--- src/rtl/core/das_pkg.sv ---
// Shared constants and derived widths for the decimating average smoother.
package das_pkg;

  // Sample format and block sizes.
  localparam int SAMPLE_BITS = 10;
  localparam int BLOCK_LEN   = 500;
  localparam int TAPS        = 10;
  localparam int OUT_W       = 10;

  // Smoothing weights: new = (old * 8 + average * 2) / 10.
  localparam int SMOOTH_OLD = 8;
  localparam int SMOOTH_NEW = 2;
  localparam int SMOOTH_DIV = 10;

  localparam longint SAMPLE_MAX = (longint'(1) << SAMPLE_BITS) - 1;

  // Block accumulator and sample counter.
  localparam int ACC_W = $clog2(SAMPLE_MAX * BLOCK_LEN + 1);
  localparam int CNT_W = $clog2(BLOCK_LEN + 1);

  // Exact division of the block total by BLOCK_LEN: multiply by a rounded-up
  // reciprocal and keep the bits above BDIV_SH.
  localparam int     BDIV_SH = ACC_W + $clog2(BLOCK_LEN);
  localparam longint BDIV_M  = ((longint'(1) << BDIV_SH) + BLOCK_LEN - 1) / BLOCK_LEN;
  localparam int     BPROD_W = BDIV_SH + SAMPLE_BITS;

  // Sum of the delay line and its division by TAPS.
  localparam int     SUM_W   = $clog2(SAMPLE_MAX * TAPS + 1);
  localparam int     TDIV_SH = SUM_W + $clog2(TAPS);
  localparam longint TDIV_M  = ((longint'(1) << TDIV_SH) + TAPS - 1) / TAPS;
  localparam int     TPROD_W = TDIV_SH + SAMPLE_BITS;

  // Weighted mix for the smoother and its division by SMOOTH_DIV.
  localparam int     MIX_W   = $clog2(SAMPLE_MAX * (SMOOTH_OLD + SMOOTH_NEW) + 1);
  localparam int     SDIV_SH = MIX_W + $clog2(SMOOTH_DIV);
  localparam longint SDIV_M  = ((longint'(1) << SDIV_SH) + SMOOTH_DIV - 1) / SMOOTH_DIV;
  localparam int     SPROD_W = SDIV_SH + SAMPLE_BITS;

  typedef logic [SAMPLE_BITS-1:0] sample_t;

endpackage

--- src/rtl/core/decimating_average_smoother_unit.sv ---
// The last sample of a block passes the input register, then the total, mean, sum, average and result registers.
// Throughput: one sample per cycle while the input is not stalled; one result per BLOCK_LEN samples.
// The rate is set by the accumulator update; later stages only see block ends.
// The input stalls only while a result waits and every stage behind it holds a block end.
// Synchronous active-low reset clears the accumulator, counter, delay line and smoother.
module decimating_average_smoother_unit import das_pkg::*; (
  input  logic             clk,
  input  logic             rst_n,
  input  logic             in_valid,
  output logic             in_stall,
  input  sample_t          in_sample,
  output logic             out_valid,
  input  logic             out_stall,
  output logic [OUT_W-1:0] out_block_mean,
  output logic [OUT_W-1:0] out_moving_avg,
  output logic [OUT_W-1:0] out_smoothed
);

  logic             tot_vld;
  logic [ACC_W-1:0] tot;
  logic             hist_hold;
  logic             avg_vld;
  sample_t          avg;
  sample_t          mean;
  logic             smooth_hold;

  // Accumulation of each block.
  das_accum u_accum (
    .clk       (clk),
    .rst_n     (rst_n),
    .in_valid  (in_valid),
    .in_stall  (in_stall),
    .in_sample (in_sample),
    .tot_vld   (tot_vld),
    .tot       (tot),
    .dn_hold   (hist_hold)
  );

  // Block mean, delay line and moving average.
  das_hist u_hist (
    .clk     (clk),
    .rst_n   (rst_n),
    .tot_vld (tot_vld),
    .tot     (tot),
    .up_hold (hist_hold),
    .avg_vld (avg_vld),
    .avg     (avg),
    .mean    (mean),
    .dn_hold (smooth_hold)
  );

  // Smoother and result register.
  das_smooth u_smooth (
    .clk            (clk),
    .rst_n          (rst_n),
    .avg_vld        (avg_vld),
    .avg            (avg),
    .mean           (mean),
    .up_hold        (smooth_hold),
    .out_valid      (out_valid),
    .out_stall      (out_stall),
    .out_block_mean (out_block_mean),
    .out_moving_avg (out_moving_avg),
    .out_smoothed   (out_smoothed)
  );

endmodule

--- src/rtl/core/das_accum.sv ---
// Input register, block accumulator and sample counter.
module das_accum import das_pkg::*; (
  input  logic             clk,
  input  logic             rst_n,
  input  logic             in_valid,
  output logic             in_stall,
  input  sample_t          in_sample,
  output logic             tot_vld,
  output logic [ACC_W-1:0] tot,
  input  logic             dn_hold
);

  logic             in_vld_r;
  sample_t          smp_r;
  logic [ACC_W-1:0] acc_r;
  logic [CNT_W-1:0] cnt_r;
  logic             tot_vld_r;
  logic [ACC_W-1:0] tot_r;
  logic [ACC_W-1:0] acc_nxt;
  logic             tot_hold;
  logic             in_hold;
  logic             fire;
  logic             last;

  // The total register holds while the next stage is blocked; the sample
  // register holds behind it.
  assign tot_hold = tot_vld_r & dn_hold;
  assign in_hold  = in_vld_r & tot_hold;
  assign in_stall = in_hold;
  assign fire     = in_vld_r & ~in_hold;
  assign last     = (cnt_r == CNT_W'(BLOCK_LEN - 1));
  assign acc_nxt  = acc_r + ACC_W'(smp_r);

  // Input register.
  always_ff @(posedge clk) begin
    if (!rst_n) begin
      in_vld_r <= 1'b0;
    end else if (!in_hold) begin
      in_vld_r <= in_valid;
    end
  end

  always_ff @(posedge clk) begin
    if (in_valid && !in_stall) begin
      smp_r <= in_sample;
    end
  end

  // Accumulate; the last sample of a block hands the total on and clears.
  always_ff @(posedge clk) begin
    if (!rst_n) begin
      acc_r <= '0;
      cnt_r <= '0;
    end else if (fire) begin
      if (last) begin
        acc_r <= '0;
        cnt_r <= '0;
      end else begin
        acc_r <= acc_nxt;
        cnt_r <= cnt_r + CNT_W'(1);
      end
    end
  end

  // Block total register.
  always_ff @(posedge clk) begin
    if (!rst_n) begin
      tot_vld_r <= 1'b0;
    end else if (!tot_hold) begin
      tot_vld_r <= fire & last;
    end
  end

  always_ff @(posedge clk) begin
    if (!tot_hold && fire && last) begin
      tot_r <= acc_nxt;
    end
  end

  assign tot_vld = tot_vld_r;
  assign tot     = tot_r;

endmodule

--- src/rtl/core/das_hist.sv ---
// Block mean, delay line of means and moving average, over three stages.
module das_hist import das_pkg::*; (
  input  logic             clk,
  input  logic             rst_n,
  input  logic             tot_vld,
  input  logic [ACC_W-1:0] tot,
  output logic             up_hold,
  output logic             avg_vld,
  output sample_t          avg,
  output sample_t          mean,
  input  logic             dn_hold
);

  logic               mean_vld_r;
  sample_t            mean_r;
  sample_t            hist_r [TAPS];
  logic               sum_vld_r;
  logic [SUM_W-1:0]   sum_r;
  sample_t            mean3_r;
  logic               avg_vld_r;
  sample_t            avg_r;
  sample_t            mean4_r;
  logic [BPROD_W-1:0] bprod;
  logic [TPROD_W-1:0] tprod;
  logic [SUM_W-1:0]   sum_nxt;
  logic               s2_hold;
  logic               s3_hold;
  logic               s4_hold;

  // A stage holds when it is full and the stage after it holds.
  assign s4_hold = avg_vld_r & dn_hold;
  assign s3_hold = sum_vld_r & s4_hold;
  assign s2_hold = mean_vld_r & s3_hold;
  assign up_hold = s2_hold;

  // Block mean by reciprocal multiplication.
  assign bprod = BPROD_W'(tot) * BPROD_W'(BDIV_M);

  // Sum of the delay line after the latest shift.
  always_comb begin
    sum_nxt = '0;
    for (int i = 0; i < TAPS; i++) begin
      sum_nxt = sum_nxt + SUM_W'(hist_r[i]);
    end
  end

  // Moving average by reciprocal multiplication.
  assign tprod = TPROD_W'(sum_r) * TPROD_W'(TDIV_M);

  // Mean stage: the new mean enters the delay line, oldest entry drops out.
  always_ff @(posedge clk) begin
    if (!rst_n) begin
      mean_vld_r <= 1'b0;
      for (int i = 0; i < TAPS; i++) begin
        hist_r[i] <= '0;
      end
    end else if (!s2_hold) begin
      mean_vld_r <= tot_vld;
      if (tot_vld) begin
        for (int i = 0; i < TAPS - 1; i++) begin
          hist_r[i] <= hist_r[i+1];
        end
        hist_r[TAPS-1] <= bprod[BDIV_SH +: SAMPLE_BITS];
      end
    end
  end

  always_ff @(posedge clk) begin
    if (!s2_hold && tot_vld) begin
      mean_r <= bprod[BDIV_SH +: SAMPLE_BITS];
    end
  end

  // Sum stage.
  always_ff @(posedge clk) begin
    if (!rst_n) begin
      sum_vld_r <= 1'b0;
    end else if (!s3_hold) begin
      sum_vld_r <= mean_vld_r;
    end
  end

  always_ff @(posedge clk) begin
    if (!s3_hold && mean_vld_r) begin
      sum_r   <= sum_nxt;
      mean3_r <= mean_r;
    end
  end

  // Average stage.
  always_ff @(posedge clk) begin
    if (!rst_n) begin
      avg_vld_r <= 1'b0;
    end else if (!s4_hold) begin
      avg_vld_r <= sum_vld_r;
    end
  end

  always_ff @(posedge clk) begin
    if (!s4_hold && sum_vld_r) begin
      avg_r   <= tprod[TDIV_SH +: SAMPLE_BITS];
      mean4_r <= mean3_r;
    end
  end

  assign avg_vld = avg_vld_r;
  assign avg     = avg_r;
  assign mean    = mean4_r;

endmodule

--- src/rtl/core/das_smooth.sv ---
// Exponential smoother and result register.
module das_smooth import das_pkg::*; (
  input  logic             clk,
  input  logic             rst_n,
  input  logic             avg_vld,
  input  sample_t          avg,
  input  sample_t          mean,
  output logic             up_hold,
  output logic             out_valid,
  input  logic             out_stall,
  output logic [OUT_W-1:0] out_block_mean,
  output logic [OUT_W-1:0] out_moving_avg,
  output logic [OUT_W-1:0] out_smoothed
);

  logic               out_vld_r;
  sample_t            sm_r;
  sample_t            mean_o_r;
  sample_t            avg_o_r;
  logic [MIX_W-1:0]   mix;
  logic [SPROD_W-1:0] sprod;
  logic               out_hold;

  // The result register holds while a result waits to be taken.
  assign out_hold = out_vld_r & out_stall;
  assign up_hold  = out_hold;

  // Weighted mix of the previous value and the new average, then divide.
  assign mix   = MIX_W'(sm_r) * MIX_W'(SMOOTH_OLD) + MIX_W'(avg) * MIX_W'(SMOOTH_NEW);
  assign sprod = SPROD_W'(mix) * SPROD_W'(SDIV_M);

  always_ff @(posedge clk) begin
    if (!rst_n) begin
      out_vld_r <= 1'b0;
      sm_r      <= '0;
    end else if (!out_hold) begin
      out_vld_r <= avg_vld;
      if (avg_vld) begin
        sm_r <= sprod[SDIV_SH +: SAMPLE_BITS];
      end
    end
  end

  always_ff @(posedge clk) begin
    if (!out_hold && avg_vld) begin
      mean_o_r <= mean;
      avg_o_r  <= avg;
    end
  end

  assign out_valid      = out_vld_r;
  assign out_block_mean = OUT_W'(mean_o_r);
  assign out_moving_avg = OUT_W'(avg_o_r);
  assign out_smoothed   = OUT_W'(sm_r);

endmodule

--- config.mk ---
export PLATFORM = sky130hd
export DESIGN_NAME = decimating_average_smoother_unit
export DESIGN_NICKNAME = d
export VERILOG_FILES = /design/src/rtl/core/das_pkg.sv /design/src/rtl/core/decimating_average_smoother_unit.sv /design/src/rtl/core/das_accum.sv /design/src/rtl/core/das_hist.sv /design/src/rtl/core/das_smooth.sv
export SDC_FILE = /design/constraint.sdc
export NUM_CORES = 1
export LEC_CHECK = 0
export BUFFER_PORTS_ARGS = -buffer_cell sky130_fd_sc_hd__buf_2
export CAP_MARGIN = 20
export CELL_PAD_IN_SITES_DETAIL_PLACEMENT = 1
export CELL_PAD_IN_SITES_GLOBAL_PLACEMENT = 1
export CORE_AREA = 4 4 224 226
export CTS_CLUSTER_SIZE = 20
export DETAILED_ROUTE_END_ITERATION = 16
export DIE_AREA = 0 0 228 230
export HOLD_SLACK_MARGIN = 0.02
export MAX_ROUTING_LAYER = met4
export PLACE_DENSITY_LB_ADDON = 0.2
export SLEW_MARGIN = 20
export SYNTH_ARGS = -nofsm -noshare
export SYNTH_HDL_FRONTEND = slang
export SYNTH_SLANG_ARGS = --single-unit
--- constraint.sdc ---
create_clock -name clk -period 7.4 [get_ports clk]
set_clock_uncertainty 0.15 [all_clocks]
set_input_delay 1.48 -clock clk [delete_from_list [all_inputs] [get_ports clk]]
set_output_delay 1.48 -clock clk [all_outputs]
set_load 0.005 [all_outputs]
Yosys cells after proc, flatten, opt, wreduce, memory -nomap -nowiden
Memory sizes are Yosys's and may differ from the RTL's.
Cells that the tools add are included.
Widths: inputs -> output; s select.
{"block": "totals", "inputBits": 14, "register_bits": 147, "word_cells": 86, "output_inout_bits": 32, "mem_bits_rw": 100, "memories": 1}
{"name": "u_hist.hist_r", "depth": 10, "width": 10, "rd": 10, "rd_clocked_by_memory_dff": 0, "write_ports": 10, "line_no": "das_hist.sv:16", "rtl": "sample_t hist_r [TAPS];"}
{"block": "classes", "bitwise": 20, "n_mux": 17, "mul": 3, "n_addsub": 12, "n_reduce_logical": 14, "eq_ne": 1}
{"operator": "$add 14x10->14", "n": 8}
{"operator": "$mux 10", "n": 10}
{"operator": "$mul 14x15->28 const B", "n": 2}
{"operator": "$mul 19x20->38 const B", "n": 1}
{"operator": "$add 19x10->19", "n": 1}
{"operator": "$mux 19", "n": 1}
{"operator": "$add 13x11->14", "n": 1}
{"operator": "$add 10x10->11", "n": 1}
{"operator": "$or 1x1->1", "n": 10}
{"operator": "$add 9x1->9 const B", "n": 1}
{"operator": "$eq 9x9->1 const B", "n": 1}
{"operator": "$mux 9", "n": 1}
{"operator": "$and 1x1->1", "n": 8}
{"operator": "$logic_and 1x1->1", "n": 7}
{"operator": "$logic_not 1->1", "n": 6}
{"operator": "$mux 1", "n": 5}
{"operator": "$not 1->1", "n": 2}
{"operator": "$reduce_and 2->1", "n": 1}

Depth between registers and ports, before layout
{"block": "depth", "word_depth": 10, "ltp_mapped": 31, "ltp_nobuf": 31}

Cells and area by module
Synthesis repeated with hierarchy kept, for this count alone.
{"block": "hier_totals", "hier_cells": 2155, "area_unflattened_um2": 23985.5}
{"module": "das_hist", "cells_per_inst": 1414, "seq_area_each_um2": 4684.5, "instances": 1, "area_each_um2": 16353.2}
{"module": "das_smooth", "cells_per_inst": 470, "seq_area_each_um2": 820.8, "instances": 1, "area_each_um2": 4734.5}
{"module": "das_accum", "cells_per_inst": 271, "seq_area_each_um2": 1471.4, "instances": 1, "area_each_um2": 2897.8}

Worst setup path before layout
Ideal clock, no wire load.
{"block": "synth_timing", "path_kind": "reg-to-reg", "from": "reg u_hist.avg_r[3], in the netlist u_hist.avg[3]", "to": "reg u_smooth.sm_r[8], in the netlist u_smooth.out_smoothed[8]", "arrival_ps": 6692, "t_required_ps": 7126, "period_less_slack_ps": 6966, "slack_ps": 434, "path_buffers": 0, "path_stages_with_launch": 29, "setup_time_ps": 124, "cell_sequence": "edfxtp_1 ha_1 a21o_1 a21oi_1 o21bai_1 a21oi_1 o21bai_1 a21oi_1 nor2b_1 o21ai_1 xor2_1 fa_1 fa_1 inv_1 fa_1 fa_1 inv_1 fa_1 ha_1 ha_1 a21o_1 a21o_1 a21oi_1 o211a_1 o21ai_1 a31o_2 a21o_1 a211oi_1 o31ai_1"}
{"block": "synth_via", "elab_chain_cells": 2}
{"element": "from (decl)", "line_no": "das_hist.sv:21", "rtl": "sample_t avg_r;"}
{"element": "from (signal assigned)", "line_no": "das_hist.sv:101", "rtl": "avg_r <= tprod[TDIV_SH +: SAMPLE_BITS];"}
{"element": "$add 13x11->14", "line_no": "das_smooth.sv:29", "rtl": "assign mix = MIX_W'(sm_r) * MIX_W'(SMOOTH_OLD) + MIX_W'(avg) * MIX_W'(SMOOTH_NEW);"}
{"element": "$mul 14x15->28", "line_no": "das_smooth.sv:30", "rtl": "assign sprod = SPROD_W'(mix) * SPROD_W'(SDIV_M);"}
{"element": "to (signal assigned)", "line_no": "das_smooth.sv:39", "rtl": "sm_r <= sprod[SDIV_SH +: SAMPLE_BITS];"}
{"element": "to (decl)", "line_no": "das_smooth.sv:17", "rtl": "sample_t sm_r;"}
Every way passes these cells.
A chain may end at the register's enable or synchronous reset.

Final worst setup path
{"block": "layout_timing", "from": "reg u_hist.avg_r[2], in the netlist u_hist.avg[2]", "to": "reg u_smooth.sm_r[7], in the netlist u_smooth.out_smoothed[7]"}
The elaborated chain is that of the path after synthesis.

==> impl_metrics.py <==
metrics = {
    "global_route": {
        "grt_util_all_layers": 0.204,
        "antenna_found_initial": 0,
        "gr-total-overflow": 0,
        "grt_max_degree": 79,
        "grt_pass1_wl_mm": 84.4,
        "grt_pass1_vias": 16136,
    },
    "synth": {
        "syn_inst": 1995,
        "yosys.area.top_type_share": 0.266,
        "syn_nets": 2679,
        "yosysTopAreaCell": "edfxtp_1",
        "synth_async_sr_flop_share": 0,
        "synth_area_leaders": "edfxtp_1 (27%), fa_1 (23%), ha_1 (22%), inv_1 (7.3%), dfxtp_1 (3.8%)",
        "synthDistinctLibCells": 67,
        "syn_area_per_cell_um2": 11.5,
        "synth_area_um2": 22900,
        "ys_seq_area_frac": 0.305,
        "synth_ff_type": "edfxtp_1",
        "synth-warning-count": 0,
        "synth_edf_count": 203,
        "synth-seq-cells": 247,
    },
    "cells_and_area": {
        "finalNonFillerCells": 2702,
        "design_area_um2": 25000,
        "nets": 2742,
        "drive_above_1_share": 0.0760,
        "area_growth_pct": 9.41,
        "fin_util": 0.518,
        "antenna_cells": 0,
    },
    "clocking": {
        "tritoncts": "built",
        "cts.sinks": 247,
        "cts-root-buf": "clkbuf_16",
        "clock_path_buffers": 3,
        "path_clk_slew_ns": 0.06,
        "clkLatencyLatePin_ns": 0.59,
        "numCtsBuffers": 28,
        "htree_levels": 1,
    },
    "place": {
        "port_buffers": 45,
        "placed_area_um2": 23900,
        "placed_cells": 2644,
        "hpwl_mm": 41.0,
        "post-place-ws_ns": -0.154,
        "place.gp.congestion": 0.872,
    },
    "timing": {
        "slew_viol_final": 0,
        "whs_ns": 0.262,
        "max_freq_mhz": 141,
        "setup_slack_ns": 0.288,
        "setup_violations": 0,
        "relSlewSlack": 0.382,
        "tns_ns": 0,
        "fin_crit_sh": 0.961,
        "finalCriticalPeriod_ns": 7.11,
        "worst_slew_pin_slew_ns": 0.927,
        "hold_viol": 0,
    },
    "floorplanning": {
        "die_y_um": 230,
        "core-area_um2": 48300,
        "die-width_um": 228,
        "dieArea_um2": 52400,
        "start_util": 0.473,
        "row_count": 81,
        "ios": 46,
    },
    "run": {
        "cap_violations": 0,
    },
    "power_and_ir_drop": {
        "pwr-share-clk": 0.329,
        "leakagePower_nw": 12.3,
        "ir_drop_mv": 0.224,
        "seq_power_share": 0.361,
        "p_sw_mw": 1.46,
        "p_per_area_nw_per_um2": 183,
        "finalPower_mw": 4.59,
        "p_int_mw": 3.13,
        "swShare": 0.318,
        "power_frac_comb": 0.309,
    },
    "outcome": {
        "status": "finished clean",
    },
    "worst_setup_path": {
        "crit_slowest_cell": "fa_1",
        "cp-start-kind": "flop",
        "worst_path_most_repeated_cell": "a21o_1",
        "crit_fanout": 3,
        "cp_slowest_stage_delay_ns": 0.53,
        "crit_buf_inv": 5,
        "endpoint_kind": "flop",
        "required_ns": 7.70,
        "cpLargestDelayFamily": "adder cells",
        "cp.arrival_ns": 7.42,
        "crit_type": "flop to flop",
    },
    "drt": {
        "postRouteAntennaNets": 0,
        "post-route-drc-count": 0,
        "wl_per_cell_um": 18.8,
        "vias_per_cell": 5.23,
        "drtIter0Drc": 609,
        "dr.pass1.iters": 4,
        "totalWireLength_mm": 50.8,
        "num_vias": 14129,
    },
    "hold_path": {
        "hold_path.class": "flop to flop",
    },
}
what timing repair did:
item	4_1_cts	5_1_grt
hold buffers	0	0
cloned	0	0
pin swaps	2	16
setup endpoints to repair	4	8
buffers inserted	2	4
resized for setup	4	20
layout make-up:
cell class | count | area, µm²
repair buffers | 64 | 368
multi-input cells | 1272 | 14200
inverters | 445 | 1670
flip-flops and latches | 247 | 6980
well taps | 622 | 778
fillers | 5090 | 23300
clock buffers | 36 | 783
clock inverters | 16 | 219
cells in the mapped netlist, drive strengths merged, types with 4 or more instances:
library cell and n:
a21oi 66, a21o 27, and4 4, a22oi 4
xnor2 48, xor2 25, nand3 33, dfxtp 44
clkbuf 30, nor3 8, a21boi 7, and2 12
fa 268, nor2 74, edfxtp 203, a31o 6
a211oi 8, o21bai 14, or3 10, nand4 16
or2 6, nand2b 4, inv 445, o211ai 9
o21a 10, o21ai 27, nand2 59, nor4 4
and3 73, nor2b 9, ha 402
layout by cell type (no fill, tap or decap), types with 4 or more instances in the layout:
cell / instances
nor4_1: 4
buf_2: 45
nand4_1: 15
nor2b_1: 8
dfxtp_1: 43
xor2_1: 23
nand2b_1: 4
bufinv_16: 4
inv_1: 441
nand3_1: 33
ha_1: 399
a21oi_1: 59
a21o_1: 25
o21bai_1: 14
buf_4: 19
nor3_1: 8
clkinv_2: 4
edfxtp_1: 203
o21a_1: 10
a211oi_1: 6
clkbuf_16: 30
xnor2_1: 48
a22oi_1: 4
inv_2: 4
o21ai_0: 20
nor2_1: 74
o21ai_1: 5
nand2_1: 56
and3_1: 72
fa_1: 266
o211ai_1: 8
a21boi_0: 5
or3_1: 10
or2_2: 6
and2_1: 12
clkbuf_1: 5
a21oi_2: 6
state kept, by name, summed over array words and instances, names as in the netlist, 9 cells and up:
| signal | count |
|---|---|
| u_accum.smp_r | 10 |
| u_accum.tot | 19 |
| u_hist.avg | 10 |
| u_smooth.out_smoothed | 10 |
| u_hist.mean_r | 10 |
| u_accum.acc_r | 19 |
| u_hist.hist_r | 100 |
| u_hist.sum_r | 14 |
| u_smooth.out_moving_avg | 10 |
| u_hist.mean | 10 |
| u_smooth.out_block_mean | 10 |
| u_accum.cnt_r | 9 |
| u_hist.mean3_r | 10 |
logic make-up (layout without fill, tap and decap cells):
family          Yosys count  in the layout  share of synthesized area
compound gates          205            205                     0.0606
mux                       3              3                    0.00137
xor+xnor                 73             73                     0.0279
simple gates            321            321                     0.0727
buf+inv                 476            561                     0.0781
flops                   247            247                      0.305
fa+ha+maj               670            670                      0.454
power by group through the flow:
stage               Sequential (mW)  Combinational, mW  Clock (mW)
global placement               1.69               1.35           0
global route                   1.66               1.64        1.60
floorplan                      1.68               1.04           0
CTS                            1.66               1.43        1.55
detailed placement             1.69               1.40           0
finish                         1.66               1.42        1.51
final timing paths:
check | from | to | slack (ns) | cells after the start
min reg2reg | u_hist.mean[4]$_DFFE_PP_ | u_smooth.out_block_mean[4]$_DFFE_PP_ | 0.26 | 0
min | u_hist.mean[4]$_DFFE_PP_ | u_smooth.out_block_mean[4]$_DFFE_PP_ | 0.26 | 0
max | u_hist.avg[2]$_DFFE_PP_ | u_smooth.out_smoothed[7]$_SDFFE_PN0P_ | 0.29 | 30
max reg2reg | u_hist.avg[2]$_DFFE_PP_ | u_smooth.out_smoothed[7]$_SDFFE_PN0P_ | 0.29 | 30
per-layer routing:
| layer | vias to the layer above | track usage | part of all wire |
|---|---|---|---|
| met5 | - | - | 0 |
| met4 | 0 | 0.0419 | 0.019 |
| met3 | 55 | 0.0202 | 0.027 |
| met2 | 128 | 0.350 | 0.49 |
| met1 | 7218 | 0.268 | 0.46 |
| li1 | 6728 | - | - |
worst register-to-register path: cells and delay by family (launching register included):
kind	cells	cell delay, ns
fa+ha+maj	9	3.49
compound gates	14	2.39
flops	1	0.36
buf+inv	5	0.29
simple gates	1	0.22
mux	1	0.12
(Power assumes the default switching activity.)
